[config.mk]
export PLATFORM = sky130hd
export DESIGN_NAME = rtv_ctrl
export DESIGN_NICKNAME = d
export VERILOG_FILES = /design/src/rtv_pkg.sv /design/src/rtv_ctrl.sv
export SDC_FILE = /design/constraint.sdc
export NUM_CORES = 1
export LEC_CHECK = 0
export ABC_CLOCK_PERIOD_IN_PS = 1550
export BUFFER_PORTS_ARGS = -buffer_cell sky130_fd_sc_hd__buf_4
export CORE_AREA = 2 2 39 41
export CTS_CLUSTER_DIAMETER = 60
export DETAILED_ROUTE_END_ITERATION = 8
export DIE_AREA = 0 0 41 43
export MAX_ROUTING_LAYER = met4
export SYNTH_ARGS = -nofsm -noshare
export SYNTH_HDL_FRONTEND = slang
export SYNTH_SLANG_ARGS = --single-unit
[constraint.sdc]
create_clock -name clk -period 1.55 [get_ports clk]
set_input_delay 0.155 -clock clk [delete_from_list [all_inputs] [get_ports clk]]
set_output_delay 0.155 -clock clk [all_outputs]
set_load 0.02 [all_outputs]
[src/rtv_pkg.sv]
// package: shared types, widths and controller codes for the rolling trade vwap core
`timescale 1ns / 1ps
package rtv_pkg;

	localparam int unsigned WINDOW_DEPTH = 64;
	localparam int unsigned PTR_W        = $clog2(WINDOW_DEPTH);

	localparam int unsigned PRICE_W = 32;
	localparam int unsigned QTY_W   = 24;
	localparam int unsigned FRAC_W  = 16;
	localparam int unsigned VWAP_W  = 48;
	localparam int unsigned RATIO_W = 40;
	localparam int unsigned PROD_W  = PRICE_W + QTY_W;

	localparam int unsigned QSUM_W    = QTY_W + PTR_W;
	localparam int unsigned NSUM_FULL = PROD_W + PTR_W;
	localparam int unsigned NSUM_W    = (NSUM_FULL > 64) ? 64 : NSUM_FULL;
	localparam int unsigned DVD_W     = NSUM_W + FRAC_W;

	// exact sums keep the whole part of the average below 2^32
	localparam int unsigned QUO_W = (NSUM_FULL <= 64) ? (PRICE_W + FRAC_W) : (64 + FRAC_W);
	localparam int unsigned DIV_W = QSUM_W;

	localparam int unsigned RADIX_BITS  = 4;
	localparam int unsigned VWAP_STEPS  = QUO_W / RADIX_BITS;
	localparam int unsigned RATIO_STEPS = RATIO_W / RADIX_BITS;
	localparam int unsigned CNT_W       = $clog2(VWAP_STEPS);

	typedef struct packed {
		logic [PRICE_W-1:0] trade_price;
		logic [QTY_W-1:0]   trade_qty;
		logic               trade_is_buy;
		logic [QTY_W-1:0]   best_bid_qty;
		logic [QTY_W-1:0]   best_ask_qty;
		logic               book_valid;
	} rtv_in_t;

	typedef struct packed {
		logic [VWAP_W-1:0]  window_vwap;
		logic               vwap_valid;
		logic [RATIO_W-1:0] aggressor_ratio;
		logic               ratio_valid;
		logic               ratio_saturated;
	} rtv_out_t;

	typedef struct packed {
		logic [PRICE_W-1:0] price;
		logic [QTY_W-1:0]   qty;
	} rtv_entry_t;

	typedef enum logic [2:0] {
		ST_IDLE,
		ST_MUL,
		ST_SUM,
		ST_VLOAD,
		ST_VDIV,
		ST_RLOAD,
		ST_RDIV,
		ST_OUT
	} rtv_state_t;

	typedef struct packed {
		logic capture;
		logic mul_en;
		logic sum_en;
		logic div_load_v;
		logic div_load_r;
		logic div_step;
		logic vwap_take;
		logic ratio_take;
		logic ratio_eval;
		logic out_load;
	} rtv_cmd_t;

	typedef struct packed {
		logic qsum_zero;
		logic ratio_div;
		logic div_last;
		logic out_free;
	} rtv_sts_t;

endpackage

[src/rtv_ctrl.sv]
// controller: sequences ring update, shared divider and result hand-off per transaction
`timescale 1ns / 1ps
module rtv_ctrl (
	input  logic              clk,
	input  logic              arst_n,
	input  logic              trade_valid,
	output logic              trade_stall,
	input  rtv_pkg::rtv_sts_t sts,
	output rtv_pkg::rtv_cmd_t cmd
);

	rtv_pkg::rtv_state_t state_q;
	rtv_pkg::rtv_state_t state_nxt;

	always_ff @(posedge clk or negedge arst_n) begin
		if (!arst_n) begin
			state_q <= rtv_pkg::ST_IDLE;
		end else begin
			state_q <= state_nxt;
		end
	end

	always_comb begin
		state_nxt = state_q;
		unique case (state_q)
			rtv_pkg::ST_IDLE: begin
				if (trade_valid) begin
					state_nxt = rtv_pkg::ST_MUL;
				end
			end
			rtv_pkg::ST_MUL:   state_nxt = rtv_pkg::ST_SUM;
			rtv_pkg::ST_SUM:   state_nxt = rtv_pkg::ST_VLOAD;
			rtv_pkg::ST_VLOAD: state_nxt = sts.qsum_zero ? rtv_pkg::ST_RLOAD : rtv_pkg::ST_VDIV;
			rtv_pkg::ST_VDIV: begin
				if (sts.div_last) begin
					state_nxt = rtv_pkg::ST_RLOAD;
				end
			end
			rtv_pkg::ST_RLOAD: state_nxt = sts.ratio_div ? rtv_pkg::ST_RDIV : rtv_pkg::ST_OUT;
			rtv_pkg::ST_RDIV: begin
				if (sts.div_last) begin
					state_nxt = rtv_pkg::ST_OUT;
				end
			end
			rtv_pkg::ST_OUT: begin
				if (sts.out_free) begin
					state_nxt = rtv_pkg::ST_IDLE;
				end
			end
			default: state_nxt = rtv_pkg::ST_IDLE;
		endcase
	end

	always_comb begin
		cmd = '0;
		unique case (state_q)
			rtv_pkg::ST_IDLE:  cmd.capture = trade_valid;
			rtv_pkg::ST_MUL:   cmd.mul_en  = 1'b1;
			rtv_pkg::ST_SUM:   cmd.sum_en  = 1'b1;
			rtv_pkg::ST_VLOAD: cmd.div_load_v = !sts.qsum_zero;
			rtv_pkg::ST_VDIV: begin
				cmd.div_step  = 1'b1;
				cmd.vwap_take = 1'b1;
			end
			rtv_pkg::ST_RLOAD: begin
				cmd.ratio_eval = 1'b1;
				cmd.div_load_r = sts.ratio_div;
			end
			rtv_pkg::ST_RDIV: begin
				cmd.div_step   = 1'b1;
				cmd.ratio_take = 1'b1;
			end
			rtv_pkg::ST_OUT:   cmd.out_load = sts.out_free;
			default:           cmd = '0;
		endcase
	end

	assign trade_stall = (state_q != rtv_pkg::ST_IDLE);

endmodule

# [Word level (Yosys, flattened, before mapping)]
# Index checks and enable logic that the tools add are counted.
[op_classes] eq_ne=11 n_mux=17 n_reduce_logical=5
[ops] operator="$pmux W3 S8" n=1
[ops] operator="$eq A3 B3 Y1 const B" n=4
[ops] operator="$mux W1" n=12
[ops] operator="$mux W3" n=4
[ops] operator="$ne A2 B2 Y1 const B" n=4
[ops] operator="$eq A3 B2 Y1 const B" n=2
[ops] operator="$reduce_and A4 Y1" n=1
[ops] operator="$eq A3 B1 Y1 const B" n=1
[ops] operator="$logic_not A3 Y1" n=1
[ops] operator="$reduce_bool A3 Y1" n=1
[ops] operator="$reduce_or A2 Y1" n=1
[ops] operator="$logic_not A1 Y1" n=1
[word_totals] reg_bits=3 input_bits=7 wordCells=34

# [Depth between registers and ports, before layout]
# Gate-level depths: netlist (run 1).
[depth] word_depth=3 mapped_depth=4

# [Worst setup path before layout (run 1)]
# OpenSTA, ideal clock, no wires.
[synth_timing] kind="register -> output" start="register state_q[2]" end="output cmd[9] (netlist name)" arrival_ns=1.208 path_slack_ns=0.187 path_stages_with_launch=4 path_cell_list="dfrtp_1 buf_6 or3_4 nor2_1"
[synth_lines] item="start: declaration" line_no="rtv_ctrl.sv:12" text="rtv_pkg::rtv_state_t state_q;"
[synth_lines] item="start signal: assignment" line_no="rtv_ctrl.sv:17" text="state_q <= rtv_pkg::ST_IDLE;"
[synth_lines] item="start signal: assignment" line_no="rtv_ctrl.sv:19" text="state_q <= state_nxt;"
[synth_lines] item="end: declaration" line_no="rtv_ctrl.sv:9" text="output rtv_pkg::rtv_cmd_t cmd"

==> results.cfg, run 1 <==
[placement]
gp_congestion = 0.734
io_buffers = 17
dp_slack_ns = 0.268
dpl.hpwl_um = 466
placed_cell_area_um2 = 395

[global_routing]
grt_pass1_wl_um = 1060
grt_max_degree = 15
grt-ovfl-total = 0
grt_pass1_vias = 272
grt_antenna_before_repair = 0
grt_use_total_pct = 9.35

[status]
status = completed

[timing]
finalSetupViolCount = 0
fmax_ghz = 0.678
fin_ws_ns = 0.0755
tns_ns = 0
fin_hold_ws_ns = 0.233
fin_crit_ns = 1.47
rsz0062_at_grt = no
final_max_slew_viol_count = 0
post-route-period-util_pct = 95.1
max_slew_margin_pct = 87.2
finClkSkew_ns = 0.00111
worst_pin_slew_ns = 0.191
hold_viol_final = 0

[yosys]
syn_area_per_cell_um2 = 9.28
syn_nets = 36
yosysUniqueCellTypes = 19
synth_seq_area_share_pct = 27.9
synth.largest_area_cell = dfrtp_1
yosysWarnings = 0
syn_area_um2 = 269
synth_top_area_share_pct = 27.9
ys_top_cells_by_area = dfrtp_1, nor3b_2, nor3b_1, o21a_1, a211oi_2
ys_seq_elements = 3
postSynthCellCount = 29

[setup_path]
reg2reg_slack_ns = 0.42
timing.rr.end = state_q[0]
cp.arrival_ns = 1.32
required_ns = 1.39
cp-endpoint = cmd[9]
crit_path_end_kind = primary output
path_max_fanout = 12
cp-start-kind = flip-flop
r2r-start = state_q[0]
reg2regPathDepth = 3
crit_type = flip-flop to primary output
startpoint = state_q[1]

[clock_tree]
cts_tree = built
cts-root-buf = clkbuf_4
cts_buffers = 3
clk_pin_slew_ns = 0.04
worstSkewPairLatency_ns = 0.23
ctsHtreeMaxLevel = 1
clock_sinks = 3
clk_path_buf_depth = 2

[power_and_ir_drop]
vdd_drop_max_mv = 0.584
total_power_w = 0.000837
p_per_area_nw_per_um2 = 1920
p_leak_nw = 0.200

[floorplanning]
ioPinCount = 18
core_area_um2 = 1380
dieWidth_um = 41
start_util_pct = 19.4
rows = 14
fp.dieH_um = 43
die-area_um2 = 1760

[layout]
design_area_um2 = 435
antenna_cells = 0
multiInputGateArea_um2 = 161
syn_to_final_growth_pct = 61.9
nNetsFinal = 56
top_regs = state_q (3)
largest_reg_flops = 3
ff_latch_area_um2 = 78.8
regMostFlops = state_q
num-fill-cells = 160
final_layout_size_suffix_gt1_share_pct = 60.4

[drt]
viasPerCell = 4.16
vias = 266
firstDrtPassIters = 2
route.detailed.drc = 0
ant_nets = 0
wl_per_cell_um = 9.28
drt_wl_total_um = 594
drt_iter0_drc = 3

[flow_run]
drv_cap = 0

[min_path]
hold_class = input port to flip-flop
## per-layer routing
layer  GRT usage [%]  wire, µm  vias to the layer above
met5               -         0                        -
met4            8.00         0                        0
met3            3.14        47                        0
met2            13.1       296                       10
met1            9.94       250                      117
li1                -         -                      139
## cell usage after synthesis
master and number:
o211ai_1 1, a21oi_1 1, nor3b_2 2, buf_2 2
and4_1 1, nor3_1 1, and2_1 2, a22oi_1 1
o21a_1 2, nor2_1 2, or3_4 1, nor3b_1 2
buf_6 1, dfrtp_1 3, nand2b_1 1, and2b_4 1
a211oi_2 1, and4bb_2 1, inv_1 3
## per-stage QoR
| step | utilization [%] | instances |
|---|---|---|
| 6_report | 31.5 | 64 |
| 2_1_floorplan | - | 29 |
| 3_5_place_dp | 28.6 | 59 |
| 3_3_place_gp | 28.6 | 59 |
| 5_1_grt | 31.5 | 64 |
| 4_1_cts | 31.2 | 64 |
## worst min path at each step
stage | from | endpoint | slack, ns | depth (start not counted)
floorplan | arst_n | state_q[0] | -0.14 | 0
global placement | arst_n | state_q[0] | -0.05 | 1
detailed placement | arst_n | state_q[0] | -0.05 | 1
CTS | sts[0] | state_q[1] | 0.23 | 3
global route | sts[0] | state_q[1] | 0.26 | 3
finish | sts[0] | state_q[1] | 0.23 | 3
## layout make-up
class                      instances  area share (%)
timing repair buffer              18            31.6
inverter                           3            2.59
tap                               16            4.60
multi-input combinational         20            37.1
sequential                         3            18.1
clock buffer                       4            6.03
## worst max-delay path, stage by stage (launching register included)
cell and delay, ns:
dfrtp_2 0.47, or3_4 0.39, nor2_1 0.09, buf_4 0.14
## repair_timing
item                       in CTS  in global routing
gates resized for setup         0                  3
hold endpoints to repair        3                  0
buffers inserted                0                  0
hold buffers                    1                  0
setup endpoints to repair       0                  2
## power by group
group | switching, W | internal (W)
Combinational | 0.000222 | 0.000252
Sequential | 0.000104 | 0.000125
Clock | 0.0000382 | 0.0000963
## layout by cell type (no fill, tap or decap), drive strengths merged
| cell | n |
|---|---|
| clkbuf | 4 |
| nor3b | 4 |
| nor3 | 1 |
| o211ai | 1 |
| and4 | 1 |
| nor2 | 2 |
| buf | 17 |
| or3 | 1 |
| nand2b | 1 |
| a21oi | 1 |
| o21a | 2 |
| dfrtp | 3 |
| and4bb | 1 |
| a211oi | 1 |
| a22oi | 1 |
| and2b | 1 |
| and2 | 2 |
| inv | 3 |
| dlygate4sd3 | 1 |
## kinds of logic after synthesis
logic type | share of synthesized area [%]
DFF | 27.9
and+or+nand+nor | 42.3
AOI/OAI and AO/OA | 17.7
buffers and inverters | 12.1
Power figures use the tool's default switching activity.
==> run 2, diff against run 1 <==
--- a/config.mk
+++ b/config.mk
@@ -11,7 +11,9 @@
 export CTS_CLUSTER_DIAMETER = 60
 export DETAILED_ROUTE_END_ITERATION = 8
 export DIE_AREA = 0 0 41 43
+export GPL_TIMING_DRIVEN = 0
 export MAX_ROUTING_LAYER = met4
+export SKIP_LAST_GASP = 1
 export SYNTH_ARGS = -nofsm -noshare
 export SYNTH_HDL_FRONTEND = slang
 export SYNTH_SLANG_ARGS = --single-unit
==> results.cfg, run 2 (synthesized netlist as in run 1, its figures left out) <==
[min_path]
min_to = state_q[1]
hp-start = sts[0]
hold_class = input port to flip-flop
holdPathStages = 3

[power_and_ir_drop]
clkPwrFrac_pct = 15.1
total_power_w = 0.000921
internal_power_w = 0.000529
p_leak_nw = 0.222
p_sw_share_pct = 42.5
p_sw_w = 0.000391
pwr-share-seq_pct = 14.9
p_per_area_nw_per_um2 = 1940
share_comb_of_total_power_pct = 70.0
vdd_drop_max_mv = 0.552

[layout]
layout_common_cells = buf_4, inv_1, clkbuf_4, dfrtp_1
final_layout_size_suffix_gt1_share_pct = 59.6
regMostFlops = state_q
top_regs = state_q (3)
antenna_cells = 0
layout_commonest_cell = buf_4
nNetsFinal = 60
largest_reg_flops = 3
utilization_pct = 34.3
syn_to_final_growth_pct = 76.3

[drt]
firstDrtPassIters = 4
wl_per_cell_um = 10.0
drt_wl_total_um = 682
wl_met1_um = 287
vias = 292
ant_nets = 0
route.met2.wl_um = 334
routed-wl-met3_um = 42
top_layer = met4
viasPerCell = 4.29
drt_iter0_drc = 7
route.detailed.drc = 0

[setup_path]
reg2reg_slack_ns = 0.41
slowest_delay_ns = 0.38
slowest_stage = dfrtp_1
r2r-start = state_q[0]
crit_chain = buf_4 > or3_4 > nor2_4 > buf_6
crit_path_end_kind = primary output
reg2regPathDepth = 4
timing.rr.end = state_q[0]
path_buf_inv = 2
path_max_fanout = 10
cp.arrival_ns = 1.34
cp_top_family = simple AND/OR/NAND/NOR gates
crit_type = flip-flop to primary output
required_ns = 1.39
cp-start-kind = flip-flop

[floorplanning]
core_area_um2 = 1380
die-area_um2 = 1760
ioPinCount = 18
start_util_pct = 19.4
rows = 14
dieWidth_um = 41
fp.dieH_um = 43

[timing]
finClkSkew_ns = 0.0000322
worst_pin_slew_ns = 0.178
fmax_ghz = 0.670
hold_viol_final = 0
finalSetupViolCount = 0
post-route-period-util_pct = 96.3
max_slew_margin_pct = 88.1
final_max_slew_viol_count = 0
fin_crit_ns = 1.49
fin_hold_ws_ns = 0.226

[clock_tree]
clk_pin_slew_ns = 0.04
ctsHtreeMaxLevel = 1
clk_path_buf_depth = 2
clock_sinks = 3
cts_tree = built
cts_buffers = 3
cts-root-buf = clkbuf_4
worstSkewPairLatency_ns = 0.23

[global_routing]
grt_pass1_vias = 263
grt-ovfl-total = 0
grt_antenna_before_repair = 0
grt_use_total_pct = 9.47
grt_pass1_wl_um = 1040
grt_max_degree = 11

[placement]
gp_congestion = 0.751
io_buffers = 17

[flow_run]
drv_cap = 0

[status]
status = completed
## run 2: cell types whose count changed in the layout (fill, tap and decap cells not counted), sizes merged
| cell | delta |
|---|---|
| buf | +4 |
## run 2: worst max path at each step
stage | from | end | slack [ns] | depth (start not counted)
floorplan | state_q[2] | cmd[9] | 0.19 | 3
global placement | state_q[0] | cmd[9] | 0.27 | 4
detailed placement | state_q[0] | cmd[9] | 0.26 | 4
CTS | state_q[0] | cmd[9] | 0.003 | 4
global route | state_q[0] | cmd[9] | -0.0008 | 4
finish | state_q[0] | cmd[9] | 0.06 | 4
## run 2: per-layer routing
layer	GRT usage (%)	up-vias
met4	10.0	0
met2	12.2	12
li1	-	147
met1	10.3	131
met3	3.14	2
met5	-	-
## run 2: power by group through the flow
stage                     Combinational [W]  Clock [W]  Sequential [W]
after floorplan                    0.000420          0        0.000136
after global placement             0.000602          0        0.000141
after detailed placement           0.000605          0        0.000142
after CTS                          0.000611   0.000145        0.000141
after global routing               0.000694   0.000155        0.000141
final                              0.000644   0.000139        0.000138
## run 2: area by class of cell
cell class	instances	area (µm²)
Fill cell	162	910
Multi-Input combinational cell	20	169
Timing Repair Buffer	19	149
Sequential cell	3	75.1
Clock buffer	4	26.3
Buffer	3	23.8
Tap cell	16	20.0
Inverter	3	11.3
## run 2: what timing repair did
action                     CTS  global route
hold endpoints to repair     3             0
setup endpoints to repair    0             1
buffers inserted             0             1
hold buffers                 1             0
gates resized for setup      0             5
## run 2: worst register-to-register path, stage by stage (launching register included)
cell,delay [ns]
dfrtp_1,0.38
buf_4,0.14
and4_1,0.22
a211oi_2,0.20
o21a_1,0.14
## run 2: metrics by stage
step	cell area [µm²]	setup TNS, ns	setup WS, ns	cells
floorplan	269	0	0.187	29
global route	474	-0.000789	-0.000789	68
global placement	417	0	0.266	62
CTS	453	0	0.00294	67
finish	474	0	0.0581	68
detailed placement	417	0	0.262	62
==> run 3, diff against run 2 <==
--- a/config.mk
+++ b/config.mk
@@ -6,7 +6,7 @@
 export NUM_CORES = 1
 export LEC_CHECK = 0
 export ABC_CLOCK_PERIOD_IN_PS = 1550
-export BUFFER_PORTS_ARGS = -buffer_cell sky130_fd_sc_hd__buf_4
+export BUFFER_PORTS_ARGS = -buffer_cell sky130_fd_sc_hd__buf_2
 export CORE_AREA = 2 2 39 41
 export CTS_CLUSTER_DIAMETER = 60
 export DETAILED_ROUTE_END_ITERATION = 8
==> results.cfg, run 3 (synthesized netlist as in run 1, its figures left out) <==
[timing]
fmax_ghz = 0.674
finalSetupViolCount = 0
fin_ws_ns = 0.0658
final_max_slew_viol_count = 0
rsz0062_at_grt = yes
hold_viol_final = 0
fin_crit_ns = 1.48
max_slew_margin_pct = 88.7
worst_pin_slew_ns = 0.169
tns_ns = 0
post-route-period-util_pct = 95.8
finClkSkew_ns = 0.00206

[setup_path]
slowest_delay_ns = 0.40
crit_path_frequent_cell = buf_6
crit_chain = buf_6 > or3_4 > nor2_4 > buf_6
reg2regPathDepth = 4
reg2reg_slack_ns = 0.39
startpoint = state_q[2]
slowest_stage = or3_4
r2r-start = state_q[0]
crit_type = flip-flop to primary output
required_ns = 1.39
path_max_fanout = 9
cp-start-kind = flip-flop
crit_path_end_kind = primary output
cp.arrival_ns = 1.33
timing.rr.end = state_q[0]

[min_path]
hold_class = input port to flip-flop
holdPathStages = 3
min_to = state_q[1]
hp-start = sts[0]

[clock_tree]
worstSkewPairLatency_ns = 0.23
clk_pin_slew_ns = 0.04
clock_sinks = 3
clk_path_buf_depth = 2
ctsHtreeMaxLevel = 1
cts_buffers = 3
cts-root-buf = clkbuf_4
cts_tree = built

[layout]
regMostFlops = state_q
layout_commonest_cell = buf_2
largest_reg_flops = 3
utilization_pct = 32.2
antenna_cells = 0
multiInputGateArea_um2 = 169
final_layout_size_suffix_gt1_share_pct = 60.4
top_regs = state_q (3)
syn_to_final_growth_pct = 65.6
layout_common_cells = buf_2, buf_6, inv_1, clkbuf_4, dfrtp_1
nNetsFinal = 61
num-fill-cells = 157
ff_latch_area_um2 = 75.1

[placement]
dp_slack_ns = 0.249
dpl.hpwl_um = 471
io_buffers = 17
gp_congestion = 0.750

[drt]
ant_nets = 0
route.detailed.drc = 0
drt_iter0_drc = 1
drt_wl_total_um = 654
firstDrtPassIters = 4
vias = 290
viasPerCell = 4.20
wl_per_cell_um = 9.48

[power_and_ir_drop]
p_per_area_nw_per_um2 = 2000
p_sw_w = 0.000389
share_comb_of_total_power_pct = 68.2
clkPwrFrac_pct = 15.5
p_leak_nw = 0.220
internal_power_w = 0.000503
pwr-share-seq_pct = 16.3
p_sw_share_pct = 43.6
vdd_drop_max_mv = 0.659

[floorplanning]
start_util_pct = 19.4
ioPinCount = 18
dieWidth_um = 41
fp.dieH_um = 43
rows = 14
die-area_um2 = 1760
core_area_um2 = 1380

[global_routing]
grt-ovfl-total = 0
grt_pass1_vias = 277
grt_use_met2_pct = 13.1
grt_pass1_wl_um = 1130
gr-max-usage-layer = met2
gr-usage-met1_pct = 11.9
grt_max_degree = 11
grt_antenna_before_repair = 0
grt_util_met3_pct = 1.57
grt_use_total_pct = 10.3

[status]
status = completed

[flow_run]
drv_cap = 0
-- run 3: changes by cell type in the layout (fill, tap and decap cells not counted) --
| cell | before | now |
|---|---|---|
| buf_2 | 1 | 17 |
| buf_4 | 18 | 2 |
| buf_6 | 2 | 3 |
-- run 3: area by class of cell --
class                   count  share of cell area, %
multi-input cells          20                   37.9
repair buffers             20                   26.1
flip-flops and latches      3                   16.9
plain buffers               3                   6.18
clock buffers               4                   5.90
well taps                  16                   4.49
inverters                   3                   2.53
-- run 3: stage by stage --
stage                     area, µm²  std cells  hold slack (ns)  total power (W)
after global placement          374         62          -0.0484         0.000686
after detailed placement        374         62          -0.0484         0.000693
after floorplan                 269         29           -0.141         0.000556
final                           445         69            0.231         0.000892
after CTS                       413         67            0.225         0.000841
after global routing            445         69            0.243         0.000974
-- run 3: how the worst max path moves through the flow --
| stage | endpoint | slack (ns) | cells past startpoint |
|---|---|---|---|
| finish | cmd[9] | 0.07 | 4 |
| global route | cmd[9] | -0.01 | 4 |
| CTS | cmd[9] | 0.006 | 4 |
| detailed placement | cmd[9] | 0.25 | 4 |
| global placement | cmd[9] | 0.25 | 4 |
| floorplan | cmd[9] | 0.19 | 3 |
-- run 3: repair_timing --
action / in CTS / in global routing
resized for setup: 1 / 6
setup buffers: 0 / 2
endpoints found under the hold margin: 3 / 0
endpoints found under the setup margin: 1 / 1
hold buffers: 1 / 0
-- run 3: critical path, delay by kind of cell (launching register included) --
kind                   cells  cell delay (ns)
flip-flops                 1             0.36
AND/OR/NAND/NOR            2             0.49
buffers and inverters      2             0.24
-- run 3: per-layer routing --
layer	vias to the layer above	routed length, µm
li1	148	-
met1	128	279
met2	12	313
met3	2	40
met4	0	20
met5	-	0
-- run 3: power by group through the flow --
stage               Combinational, W  Clock, W  Sequential, W
finish                      0.000608  0.000139       0.000145
floorplan                   0.000420         0       0.000136
global route                0.000670  0.000152       0.000152
global placement            0.000545         0       0.000141
CTS                         0.000555  0.000144       0.000142
detailed placement          0.000549         0       0.000143
